--- src/hw/rtl/b64gc_pkg.sv ---
// b64gc_pkg: shared types, codes and the sextet-to-character map for the
// base64 group codec. No dependencies.

package b64gc_pkg;

  // operation select carried on the mode input
  typedef enum logic {
    MODE_ENCODE = 1'b0,
    MODE_DECODE = 1'b1
  } mode_e;

  localparam logic [7:0] PAD_CHAR = 8'h3D;

  // decoded view of one character
  typedef struct packed {
    logic [5:0] val;  // sextet value, zero when outside the alphabet
    logic       bad;  // not a member of the alphabet
    logic       pad;  // the pad character
  } char_info_t;

  // standard alphabet lookup
  function automatic logic [7:0] enc_char(input logic [5:0] s);
    logic [7:0] c;
    c = 8'h2F;
    if (s < 6'd26) begin
      c = 8'h41 + {2'b00, s};
    end else if (s < 6'd52) begin
      c = 8'h61 + {2'b00, s} - 8'd26;
    end else if (s < 6'd62) begin
      c = 8'h30 + {2'b00, s} - 8'd52;
    end else if (s == 6'd62) begin
      c = 8'h2B;
    end
    return c;
  endfunction

endpackage

--- src/hw/rtl/b64gc_char_dec.sv ---
// b64gc_char_dec: maps one character to its sextet value with alphabet and
// pad flags. Depends on b64gc_pkg.

module b64gc_char_dec (
  input  logic [7:0]             char_i,
  output b64gc_pkg::char_info_t  info_o
);

  always_comb begin
    info_o.val = 6'd0;
    info_o.bad = 1'b0;
    info_o.pad = (char_i == b64gc_pkg::PAD_CHAR);
    priority if (char_i >= 8'h41 && char_i <= 8'h5A) begin
      info_o.val = 6'(char_i - 8'h41);
    end else if (char_i >= 8'h61 && char_i <= 8'h7A) begin
      info_o.val = 6'(char_i - 8'h61 + 8'd26);
    end else if (char_i >= 8'h30 && char_i <= 8'h39) begin
      info_o.val = 6'(char_i - 8'h30 + 8'd52);
    end else if (char_i == 8'h2B) begin
      info_o.val = 6'd62;
    end else if (char_i == 8'h2F) begin
      info_o.val = 6'd63;
    end else begin
      info_o.bad = 1'b1;
    end
  end

endmodule

--- src/hw/rtl/base64_group_codec.sv ---
// base64_group_codec: three-stage pipelined base64 group encoder/decoder.
// Depends on b64gc_pkg and b64gc_char_dec.
//
//   channel   | ports                                         | flow
//   ----------+-----------------------------------------------+------------------
//   request   | start_i, busy_o, mode_i, byte_count_i,        | in, start & !busy
//             | in_byte0_i .. in_byte3_i                      |
//   result    | valid_o, out_byte0_o .. out_byte3_o,          | out, one-cycle
//             | out_count_o, bad_char_o                       | strobe
//
// one request per cycle; the result strobe follows acceptance through the stage a, stage b and output registers
// stages: input capture, sextet split / character decode, alphabet map and
// byte assembly into the output registers
// rst_ni clears the stage valid bits only; payload registers are not reset
// the receiver cannot stall, so the pipeline never holds and busy_o stays low

module base64_group_codec (
  input  logic       clk_i,
  input  logic       rst_ni,
  input  logic       start_i,
  output logic       busy_o,
  input  logic       mode_i,
  input  logic [1:0] byte_count_i,
  input  logic [7:0] in_byte0_i,
  input  logic [7:0] in_byte1_i,
  input  logic [7:0] in_byte2_i,
  input  logic [7:0] in_byte3_i,
  output logic       valid_o,
  output logic [7:0] out_byte0_o,
  output logic [7:0] out_byte1_o,
  output logic [7:0] out_byte2_o,
  output logic [7:0] out_byte3_o,
  output logic [2:0] out_count_o,
  output logic       bad_char_o
);

  // no back pressure anywhere in the pipe
  assign busy_o = 1'b0;

  // ---------------------------------------------------------------- stage a
  // plain capture of the request
  logic                a_valid_q;
  b64gc_pkg::mode_e    a_mode_q;
  logic [1:0]          a_cnt_q;
  logic [3:0][7:0]     a_byte_q;

  always_ff @(posedge clk_i or negedge rst_ni) begin
    if (!rst_ni) begin
      a_valid_q <= 1'b0;
    end else begin
      a_valid_q <= start_i && !busy_o;
    end
  end

  always_ff @(posedge clk_i) begin
    a_mode_q <= b64gc_pkg::mode_e'(mode_i);
    a_cnt_q  <= byte_count_i;
    a_byte_q <= {in_byte3_i, in_byte2_i, in_byte1_i, in_byte0_i};
  end

  // ---------------------------------------------------------------- stage b
  // encode: split the gated bytes into four sextets, mark pad positions
  // decode: look each character up in the alphabet
  b64gc_pkg::char_info_t [3:0] dec_info;

  for (genvar k = 0; k < 4; k++) begin : g_dec
    b64gc_char_dec u_char_dec (
      .char_i (a_byte_q[k]),
      .info_o (dec_info[k])
    );
  end

  logic [7:0]      enc_g1, enc_g2;
  logic [3:0][5:0] b_sext_d;
  logic [3:0]      b_bad_d, b_pad_d;
  logic            b_zero_d;

  always_comb begin
    enc_g1   = (a_cnt_q > 2'd1) ? a_byte_q[1] : 8'd0;
    enc_g2   = (a_cnt_q > 2'd2) ? a_byte_q[2] : 8'd0;
    b_zero_d = 1'b0;
    unique case (a_mode_q)
      b64gc_pkg::MODE_ENCODE: begin
        b_sext_d[0] = a_byte_q[0][7:2];
        b_sext_d[1] = {a_byte_q[0][1:0], enc_g1[7:4]};
        b_sext_d[2] = {enc_g1[3:0], enc_g2[7:6]};
        b_sext_d[3] = enc_g2[5:0];
        b_bad_d     = 4'b0000;
        // missing positions are filled with the pad character
        b_pad_d     = {a_cnt_q < 2'd3, a_cnt_q < 2'd2, 2'b00};
        b_zero_d    = (a_cnt_q == 2'd0);
      end
      b64gc_pkg::MODE_DECODE: begin
        for (int k = 0; k < 4; k++) begin
          b_sext_d[k] = dec_info[k].val;
          b_bad_d[k]  = dec_info[k].bad;
          b_pad_d[k]  = dec_info[k].pad;
        end
      end
      default: begin
        b_sext_d = '0;
        b_bad_d  = '0;
        b_pad_d  = '0;
      end
    endcase
  end

  logic                b_valid_q;
  b64gc_pkg::mode_e    b_mode_q;
  logic [3:0][5:0]     b_sext_q;
  logic [3:0]          b_bad_q, b_pad_q;
  logic                b_zero_q;

  always_ff @(posedge clk_i or negedge rst_ni) begin
    if (!rst_ni) begin
      b_valid_q <= 1'b0;
    end else begin
      b_valid_q <= a_valid_q;
    end
  end

  always_ff @(posedge clk_i) begin
    b_mode_q <= a_mode_q;
    b_sext_q <= b_sext_d;
    b_bad_q  <= b_bad_d;
    b_pad_q  <= b_pad_d;
    b_zero_q <= b_zero_d;
  end

  // ---------------------------------------------------------------- stage c
  // encode: alphabet map; decode: byte assembly, stop at pad in 0, 2 or 3
  logic [3:0][7:0] c_byte_d;
  logic [2:0]      c_count_d;
  logic            c_bad_d;

  always_comb begin
    c_byte_d  = '0;
    c_count_d = 3'd0;
    c_bad_d   = 1'b0;
    unique case (b_mode_q)
      b64gc_pkg::MODE_ENCODE: begin
        if (!b_zero_q) begin
          for (int k = 0; k < 4; k++) begin
            c_byte_d[k] = b_pad_q[k] ? b64gc_pkg::PAD_CHAR
                                     : b64gc_pkg::enc_char(b_sext_q[k]);
          end
          c_count_d = 3'd4;
        end
      end
      b64gc_pkg::MODE_DECODE: begin
        if (!b_pad_q[0]) begin
          // a pad in position 1 is just an out-of-alphabet character
          c_byte_d[0] = {b_sext_q[0], b_sext_q[1][5:4]};
          c_count_d   = 3'd1;
          c_bad_d     = b_bad_q[0] | b_bad_q[1];
          if (!b_pad_q[2]) begin
            c_byte_d[1] = {b_sext_q[1][3:0], b_sext_q[2][5:2]};
            c_count_d   = 3'd2;
            c_bad_d     = c_bad_d | b_bad_q[2];
            if (!b_pad_q[3]) begin
              c_byte_d[2] = {b_sext_q[2][1:0], b_sext_q[3]};
              c_count_d   = 3'd3;
              c_bad_d     = c_bad_d | b_bad_q[3];
            end
          end
        end
      end
      default: begin
        c_byte_d = '0;
      end
    endcase
  end

  always_ff @(posedge clk_i or negedge rst_ni) begin
    if (!rst_ni) begin
      valid_o <= 1'b0;
    end else begin
      valid_o <= b_valid_q;
    end
  end

  always_ff @(posedge clk_i) begin
    out_byte0_o <= c_byte_d[0];
    out_byte1_o <= c_byte_d[1];
    out_byte2_o <= c_byte_d[2];
    out_byte3_o <= c_byte_d[3];
    out_count_o <= c_count_d;
    bad_char_o  <= c_bad_d;
  end

  // ---------------------------------------------------------------- checks
  a_valid_travels: assert property (@(posedge clk_i) disable iff (!rst_ni)
    b_valid_q |=> valid_o)
    else $error("stage b request lost before the output");

  a_no_phantom: assert property (@(posedge clk_i) disable iff (!rst_ni)
    !b_valid_q |=> !valid_o)
    else $error("result strobe without a request behind it");

  a_count_range: assert property (@(posedge clk_i) disable iff (!rst_ni)
    valid_o |-> out_count_o <= 3'd4)
    else $error("result count out of range");

  a_encode_clean: assert property (@(posedge clk_i) disable iff (!rst_ni)
    valid_o && out_count_o == 3'd4 |-> !bad_char_o)
    else $error("bad character flagged on an encode result");

  a_unused_zero: assert property (@(posedge clk_i) disable iff (!rst_ni)
    valid_o && out_count_o != 3'd3 && out_count_o != 3'd4 |-> out_byte2_o == 8'd0)
    else $error("unproduced byte not cleared");

endmodule
--- config.mk ---
export PLATFORM = sky130hd
export DESIGN_NAME = base64_group_codec
export DESIGN_NICKNAME = d
export VERILOG_FILES = /design/src/hw/rtl/b64gc_pkg.sv /design/src/hw/rtl/b64gc_char_dec.sv /design/src/hw/rtl/base64_group_codec.sv
export SDC_FILE = /design/constraint.sdc
export NUM_CORES = 1
export LEC_CHECK = 0
export BUFFER_PORTS_ARGS = -buffer_cell sky130_fd_sc_hd__buf_2
export CORE_ASPECT_RATIO = 0.75
export CORE_MARGIN = 2
export CORE_UTILIZATION = 45
export CTS_CLUSTER_SIZE = 12
export DETAILED_ROUTE_END_ITERATION = 8
export PLACE_DENSITY_LB_ADDON = 0.12
export SLEW_MARGIN = 20
export SYNTH_ARGS = -nofsm -noshare
export SYNTH_HDL_FRONTEND = slang
export SYNTH_SLANG_ARGS = --single-unit
--- constraint.sdc ---
create_clock -name clk_i -period 5.1 [get_ports clk_i]
set_clock_uncertainty 0.15 [all_clocks]
set_input_delay 1.02 -clock clk_i [delete_from_list [all_inputs] [get_ports clk_i]]
set_output_delay 1.02 -clock clk_i [all_outputs]
set_load 0.01 [all_outputs]
After elaboration in Yosys (flattened, before gate mapping)
Cells that the tools add are included.

word-level totals
  register bits after elaboration = 108
  bits of input ports = 38
  output and inout port bits = 38
  logic and storage cells = 218

operators by class
  add/subtract/negate cells = 40
  magnitude comparators = 40
  equal/unequal tests = 16
  mux-type cells = 77
  bitwise logic cells = 5
  reductions and logical operators = 16

operators with widths
  kind                 number
  $mux 8               18
  $mux 6               21
  $eq 8x6->1 const B   12
  $pmux 24 s2          2
  $add 7x6->8 const A  8
  $ge 8x7->1 const B   8
  $le 8x7->1 const B   8
  $lt 6x6->1 const B   8
  $mux 24              2
  $sub 6x6->6 const B  8
  $ge 8x6->1 const B   4
  $le 8x6->1 const B   4
  $sub 7x6->8 const B  4
  $sub 8x5->8 const B  4
  $add 6x6->7 const A  4
  $add 6x5->6 const B  4
  $add 6x6->6 const B  4
  $eq 6x6->1 const B   4
  $lt 6x5->1 const B   4
  $sub 6x1->6 const B  4
  $mux 1               23
  $mux 16              1
  $pmux 4 s2           2
  $mux 3               5
  other kinds (11)     28

Depth between registers and ports, before layout
Gate-level depths: netlist of the first run.

  word-level depth = 8
  mapped depth = 10
  depth with buffers taken out = 8

Cells and area by module
A second synthesis of the first run with hierarchy kept.

unflattened totals
  cell total of the unflattened synthesis = 753
  area total of the unflattened synthesis = 6580.1 µm²

by module, submodules not included
  module              instances  cells each  area each (µm²)  seq. area each (µm²)
  base64_group_codec  1          437         4352.9           2177.1
  b64gc_char_dec      4          79          556.8            0.0

Least setup slack after synthesis of the first run
Ideal clock, no wire load.

  path kind = register to register
  start point = reg a_byte_q[10] (netlist name)
  end point = reg b_sext_q[9] (netlist name)
  library setup time = 0.117 ns
  data arrival time = 1.937 ns
  required time = 4.833 ns
  path slack = 2.896 ns
  cell stages (with the launch flop) = 10
  path buffers = 1
  clock period less this slack = 2.204 ns
  cell sequence = dfxtp_1 > clkbuf_1 > inv_1 > ha_1 > a21o_1 > o311ai_1 > nand4b_1 > nor2_1 > a21oi_1 > a22o_1

RTL lines
  what                      RTL line                   text
  start: declaration        base64_group_codec.sv:45   logic [3:0][7:0] a_byte_q;
  start signal: assignment  base64_group_codec.sv:58   a_byte_q <= {in_byte3_i, in_byte2_i, in_byte1_i, in_byte0_i};
  end signal: assignment    base64_group_codec.sv:124  b_sext_q <= b_sext_d;
  end: declaration          base64_group_codec.sv:110  logic [3:0][5:0] b_sext_q;

==> results.json, run 1 <==
{
  "die_area_um2": 14800,
  "cts.path.max_buffers": 2,
  "cp_top_family": "compound AO/OA/AOI/OAI gates",
  "dr.pass1.iters": 5,
  "core_um2": 13600,
  "dieWidth_um": 140,
  "gp_congestion": 0.962,
  "cp_cell_sequence": "inv_1, ha_1, a21o_1, o311ai_1, nand4b_1, a31oi_1, a211oi_1, o22ai_1",
  "syn_nets": 850,
  "critPathMaxFanout": 10,
  "maxSlewViolCount": 0,
  "drt_iter0_drc": 578,
  "cts_resized": 0,
  "cts-buffers-inserted": 9,
  "ir_drop_mv": 0.224,
  "viasPerCell": 5.65,
  "synth_edf_count": 0,
  "power.total_mw": 2.04,
  "synthFlopType": "dfxtp_1",
  "hp-start": "b_valid_q$_DFF_PN0_",
  "place_hpwl_mm": 11.4,
  "gr-total-overflow": 0,
  "pin_count": 76,
  "status": "finished clean",
  "post_cts_buffers": 0,
  "leakage_nw": 3.03,
  "die_h_um": 106,
  "htreeDepth": 3,
  "ys_warn_count": 0,
  "r2r_start": "a_byte_q[10]$_DFF_P_",
  "synth_cells": 752,
  "critical_path.max_stage_delay_ps": 580,
  "hold_ws_ps": 212,
  "grt_pass1_vias": 4908,
  "grt_pass1_wl_mm": 25.1,
  "area_growth_syn_to_layout_pct": 11.4,
  "multiInputGateArea_um2": 3680,
  "fin_crit_ps": 2630,
  "grt_use_met3_pct": 5.99,
  "ant_nets": 0,
  "synth-seq-cells": 108,
  "ff_latch_area_um2": 2180,
  "wl_per_cell_um": 15.8,
  "hold_buffers": 0,
  "fmax_mhz": 380,
  "grtUsageTotal_pct": 20.7,
  "layout-drive-gt1-share_pct": 13.1,
  "totalNegativeSetupSlack_ps": 0,
  "synth.distinct_cells": 71,
  "cts_sinks": 108,
  "yosysSeqAreaShare_pct": 34.9,
  "maxSlewHeadroom_pct": 47.8,
  "grt_max_degree": 35,
  "synth_top_cell_area_share_pct": 33.7,
  "synth.cell_area_um2": 6240,
  "nets": 896,
  "setup_ws_ps": 2470,
  "cp-end-kind": "flip-flop",
  "cts-root-buf": "clkbuf_16",
  "fillCellCount": 1341,
  "drcViolationCount": 0,
  "startpoint_type": "flip-flop",
  "grt_busiest_layer": "met1",
  "diodes": 0,
  "grt_use_met2_pct": 27.5,
  "cp.required_ps": 5210,
  "startpoint": "a_byte_q[10]$_DFF_P_",
  "rows": 37,
  "cp.arrival_ps": 2740,
  "initial_utilization_pct": 45.8,
  "drt-total-wl_mm": 15.4,
  "dpl_worst_slack_ps": 2550,
  "avgSynthCellArea_um2": 8.29,
  "drv_cap": 0,
  "clk_pin_slew_ps": 70,
  "yosys-top-cells-area": "dfxtp_1 34%, ha_1 12%, a21oi_1 5.1%",
  "crit_slowest_cell": "dfxtp_1",
  "powerDensity_nw_per_um2": 293,
  "finalHoldViolCount": 0,
  "hp-class": "reg2reg",
  "io_buffers": 74,
  "antenna_found_initial": 0,
  "tightest_slew_ps": 777,
  "crit_type": "reg2reg",
  "clk_latency_ps": 360,
  "synth.most_common_cell": "dfxtp_1",
  "synth-async-reset-ratio_pct": 2.78,
  "synth_common_cells": "105 x dfxtp_1, 65 x nand2_1, 63 x a21oi_1",
  "grt_setup_unrepaired": "no",
  "fin_crit_sh_pct": 51.6,
  "use_met1_pct": 33.0,
  "vias": 5521,
  "final-setup-viol-count": 0,
  "yosys.area.top_type": "dfxtp_1",
  "path_buf_inv": 1,
  "cts_tree": "done"
}
path summary, 6_finish.rpt:
kind                       cells past startpoint                    to  slack [ps]
max reg2reg                                    8  b_sext_q[11]$_DFF_P_        2470
max in group asynchronous                      1   a_valid_q$_DFF_PN0_        4410
min in group asynchronous                      1   b_valid_q$_DFF_PN0_         290
min                                            0     valid_o$_DFF_PN0_         210
max                                            8  b_sext_q[11]$_DFF_P_        2470
min reg2reg                                    0     valid_o$_DFF_PN0_         210
cell families (layout without fill, tap and decap cells):
group,after synthesis,after routing,synth area share (%)
adders and majority gates,60,60,12.0
buffers and inverters,92,143,6.02
xor gates and xnor gates,30,30,4.21
other,1,1,0.0601
DFF,108,108,34.9
and+or+nand+nor,229,229,18.1
muxes,1,1,0.160
AOI/OAI and AO/OA,231,231,24.5
worst reg2reg max path, stage by stage (launching register included):
cell and delay [ps]:
dfxtp_1 580, inv_1 220, ha_1 250, a21o_1 170, o311ai_1 100, nand4b_1 460
a31oi_1 320, a211oi_1 80, o22ai_1 230
through the flow:
step | std cells | util [%] | cell area, um^2
6_report | 978 | 51.1 | 6950
4_1_cts | 978 | 51.1 | 6950
3_3_place_gp | 962 | 48.9 | 6650
3_5_place_dp | 962 | 48.9 | 6650
5_1_grt | 978 | 51.1 | 6950
2_1_floorplan | 752 | - | 6240
registers in the layout, indices dropped and copies added, names as in the netlist, 2 cells and up:
signal	cells
out_byte3_o	8
out_byte0_o	8
b_pad_q	4
out_byte1_o	8
a_cnt_q	2
b_sext_q	24
b_bad_q	4
out_byte2_o	8
out_count_o	3
a_byte_q	32
metal layers:
layer  wire length [um]  share of wire, %
met1               8450                55
met2               5920                38
met3               1010               6.6
met4                 48              0.31
met5                  0                 0
area by class of cell:
class | instances | area share [%]
Multi-Input combinational cell | 552 | 53.0
Sequential cell | 108 | 31.3
Timing Repair Buffer | 75 | 5.44
Clock buffer | 10 | 3.44
Tap cell | 175 | 3.15
Inverter | 52 | 2.81
Clock inverter | 6 | 0.828
cells in the final DEF (no fill, tap or decap), types with 4 or more instances in the layout:
cell | Yosys | final
a21o_1 | 12 | 12
a211oi_1 | 17 | 17
a31oi_1 | 10 | 10
xor2_1 | 7 | 7
o21ai_0 | 45 | 45
nor3b_1 | 4 | 4
and3_1 | 5 | 5
nand2_1 | 65 | 65
nand3_1 | 26 | 26
nor2b_1 | 11 | 11
a221oi_1 | 7 | 7
nand2b_1 | 5 | 5
o211ai_1 | 6 | 6
dfxtp_1 | 105 | 105
clkbuf_16 | 0 | 9
a22o_1 | 7 | 7
nor4_1 | 6 | 6
xnor2_1 | 23 | 23
or2_2 | 4 | 4
a22oi_1 | 7 | 7
o31ai_1 | 7 | 7
a21oi_1 | 63 | 63
o21a_1 | 4 | 4
nand3b_1 | 4 | 4
nor2_1 | 55 | 55
nor3_1 | 24 | 24
buf_2 | 9 | 74
ha_1 | 60 | 60
o22ai_1 | 9 | 9
inv_1 | 52 | 52
power breakdown:
part	internal (mW)	switching (mW)	total (mW)	leakage, nW
combinational	0.158	0.204	0.361	1.97
sequential	0.909	0.0836	0.993	0.913
clock	0.354	0.329	0.683	0.144
Power figures use the tool's default switching activity.
==> run 2, diff against run 1 <==
--- a/config.mk
+++ b/config.mk
@@ -5,6 +5,7 @@
 export SDC_FILE = /design/constraint.sdc
 export NUM_CORES = 1
 export LEC_CHECK = 0
+export ABC_AREA = 1
 export BUFFER_PORTS_ARGS = -buffer_cell sky130_fd_sc_hd__buf_2
 export CORE_ASPECT_RATIO = 0.75
 export CORE_MARGIN = 2
==> constraint.sdc (replaced) <==
create_clock -name clk_i -period 2.7 [get_ports clk_i]
set_clock_uncertainty 0.15 [all_clocks]
set_input_delay 0.54 -clock clk_i [delete_from_list [all_inputs] [get_ports clk_i]]
set_output_delay 0.54 -clock clk_i [all_outputs]
set_load 0.01 [all_outputs]
==> run 2 against run 1 <==
Combinational power grew 130%. Power grew 100%. Via count grew 22%. Sequential share of layout area shrank 4.3 points. Critical path type unchanged. Largest cell class unchanged. Highest routed layer unchanged.
==> results.json, run 2 <==
{
  "synth-async-reset-ratio_pct": 2.78,
  "ys_warn_count": 0,
  "dr.pass1.iters": 5,
  "synth_common_cells": "326 x nand2_1, 138 x nand3_1, 115 x inv_1",
  "clk_pin_slew_ps": 80,
  "cts_tree": "done",
  "die_h_um": 114,
  "layout-drive-gt1-share_pct": 13.3,
  "drt-total-wl_mm": 17.8,
  "grt_pass1_vias": 5854,
  "rows": 39,
  "crit_type": "reg2reg",
  "cts_sinks": 108,
  "viasPerCell": 4.99,
  "final-setup-viol-count": 0,
  "grt_setup_unrepaired": "no",
  "vias": 6748,
  "core_um2": 15400,
  "top_regs": "a_byte_q x32, b_sext_q x24",
  "grt_pass1_wl_mm": 29.5,
  "grt_max_degree": 33,
  "finalNonFillerCells": 1352,
  "gp_congestion": 0.939,
  "hp-class": "in2reg",
  "dp_cells": 1335,
  "startpoint_type": "flip-flop",
  "io_buffers": 74,
  "htreeDepth": 3,
  "status": "finished clean",
  "final_common_cell": "nand2_1",
  "leakage_nw": 4.20,
  "drcViolationCount": 0,
  "post_cts_buffers": 0,
  "ant_nets": 0,
  "maxSlewViolCount": 0,
  "fmax_mhz": 470,
  "cts-root-buf": "clkbuf_16",
  "synth.cell_area_um2": 7190,
  "yosysSeqAreaShare_pct": 30.3,
  "diodes": 0,
  "synthFlopType": "dfxtp_1",
  "synth_top_cell_area_share_pct": 29.2,
  "area_growth_syn_to_layout_pct": 11.8,
  "tightest_slew_ps": 669,
  "initial_utilization_pct": 46.7,
  "avgSynthCellArea_um2": 6.69,
  "hold_buffers": 1,
  "finalHoldViolCount": 0,
  "layout_common_cells": "326 x nand2_1, 138 x nand3_1, 115 x inv_1",
  "fin_crit_ps": 2130,
  "cp.required_ps": 2850,
  "powerDensity_nw_per_um2": 511,
  "hold_ws_ps": 117,
  "synth-seq-cells": 108,
  "totalNegativeSetupSlack_ps": 0,
  "synth.most_common_cell": "nand2_1",
  "largest_reg_flops": 32,
  "nets": 1240,
  "wl_per_cell_um": 13.2,
  "place_hpwl_mm": 13.6,
  "grtUsageTotal_pct": 21.4,
  "syn_nets": 1173,
  "cts_resized": 0,
  "maxSlewHeadroom_pct": 55.2,
  "cp.arrival_ps": 2280,
  "antenna_found_initial": 0,
  "cp-end-kind": "flip-flop",
  "yosys-top-cells-area": "dfxtp_1 29%, nand2_1 17%, ha_1 10%",
  "cts.path.max_buffers": 2,
  "regMostFlops": "a_byte_q",
  "ir_drop_mv": 0.285,
  "drt_iter0_drc": 770,
  "synth.distinct_cells": 41,
  "dieWidth_um": 150,
  "synth_edf_count": 0,
  "fin_crit_sh_pct": 78.7,
  "pin_count": 76,
  "cts-buffers-inserted": 9,
  "drv_cap": 0,
  "clk_latency_ps": 370,
  "gr-total-overflow": 0,
  "yosys.area.top_type": "dfxtp_1",
  "critPathMaxFanout": 9,
  "synth_cells": 1075,
  "die_area_um2": 17000
}
## run 2: cell types whose count changed in the layout (fill, tap and decap cells not counted), moves of 12 or more
cell / previous run / this run
nand2_1: 65 / 326
nand3_1: 26 / 138
inv_1: 52 / 115
a21oi_1: 63 / 24
nor2_1: 55 / 87
xor2_1: 7 / 35
nor3_1: 24 / 5
xnor2_1: 23 / 5
nand4_1: 1 / 18
a211oi_1: 17 / 2
inv_2: 0 / 13
a21o_1: 12 / 0
## run 2: path summary, 6_finish.rpt
path | startpoint | end | slack, ps | cells after the start
max | a_byte_q[1]$_DFF_P_ | b_sext_q[1]$_DFF_P_ | 570 | 11
min | in_byte2_i[1] | a_byte_q[17]$_DFF_P_ | 120 | 1
max reg2reg | a_byte_q[1]$_DFF_P_ | b_sext_q[1]$_DFF_P_ | 570 | 11
min reg2reg | a_valid_q$_DFF_PN0_ | b_valid_q$_DFF_PN0_ | 200 | 0
max in group asynchronous | rst_ni | valid_o$_DFF_PN0_ | 1960 | 2
min in group asynchronous | rst_ni | a_valid_q$_DFF_PN0_ | 340 | 2
## run 2: routing by layer
layer | GRT usage [%] | wire length, um | part of all wire (%) | vias up
li1 | - | - | - | 3549
met4 | 4.53 | 161 | 0.90 | 0
met2 | 27.4 | 6270 | 35 | 273
met5 | 0 | 0 | 0 | -
met1 | 35.6 | 9820 | 55 | 2911
met3 | 4.32 | 1560 | 8.7 | 15
## run 2: through the flow
step / instance area [um^2] / power, mW / setup slack (ps) / util, %
2_1_floorplan: 7190 / 2.45 / 975 / -
3_3_place_gp: 7710 / 2.71 / 621 / 50.0
3_5_place_dp: 7710 / 2.70 / 630 / 50.0
4_1_cts: 8050 / 4.15 / 627 / 52.2
5_1_grt: 8050 / 4.36 / 387 / 52.2
6_report: 8050 / 4.11 / 574 / 52.2
## run 2: cell type report
cell class / count / area (um^2)
Clock inverter: 7 / 97.6
Multi-Input combinational cell: 811 / 4380
Fill cell: 1557 / 7370
Tap cell: 205 / 256
Sequential cell: 108 / 2180
Clock buffer: 9 / 225
Timing Repair Buffer: 79 / 410
Inverter: 133 / 502
## run 2: where the power goes
group | internal [mW] | switching (mW)
logic | 0.302 | 0.518
clock network | 0.755 | 0.683
registers | 1.72 | 0.138
## run 2: logic make-up (layout without fill, tap and decap cells)
group	after synthesis	after routing	synth area share (%)
buffers and inverters	156	228	8.90
adder cells (fa/ha/maj)	60	60	10.4
other	1	1	0.0521
AND/OR/NAND/NOR	619	619	38.4
AO/OA/AOI/OAI	91	91	7.10
XOR/XNOR	40	40	4.87
flip-flops	108	108	30.3
## run 2: worst max-delay path: stages, from the launching register on
cell	delay [ps]
dfxtp_1	540
inv_1	140
ha_1	250
inv_1	70
nand2_1	70
nand4_1	120
nand2_1	80
nor2_2	290
nand2_1	100
nand3_1	110
nand2_1	60
nand2_1	90
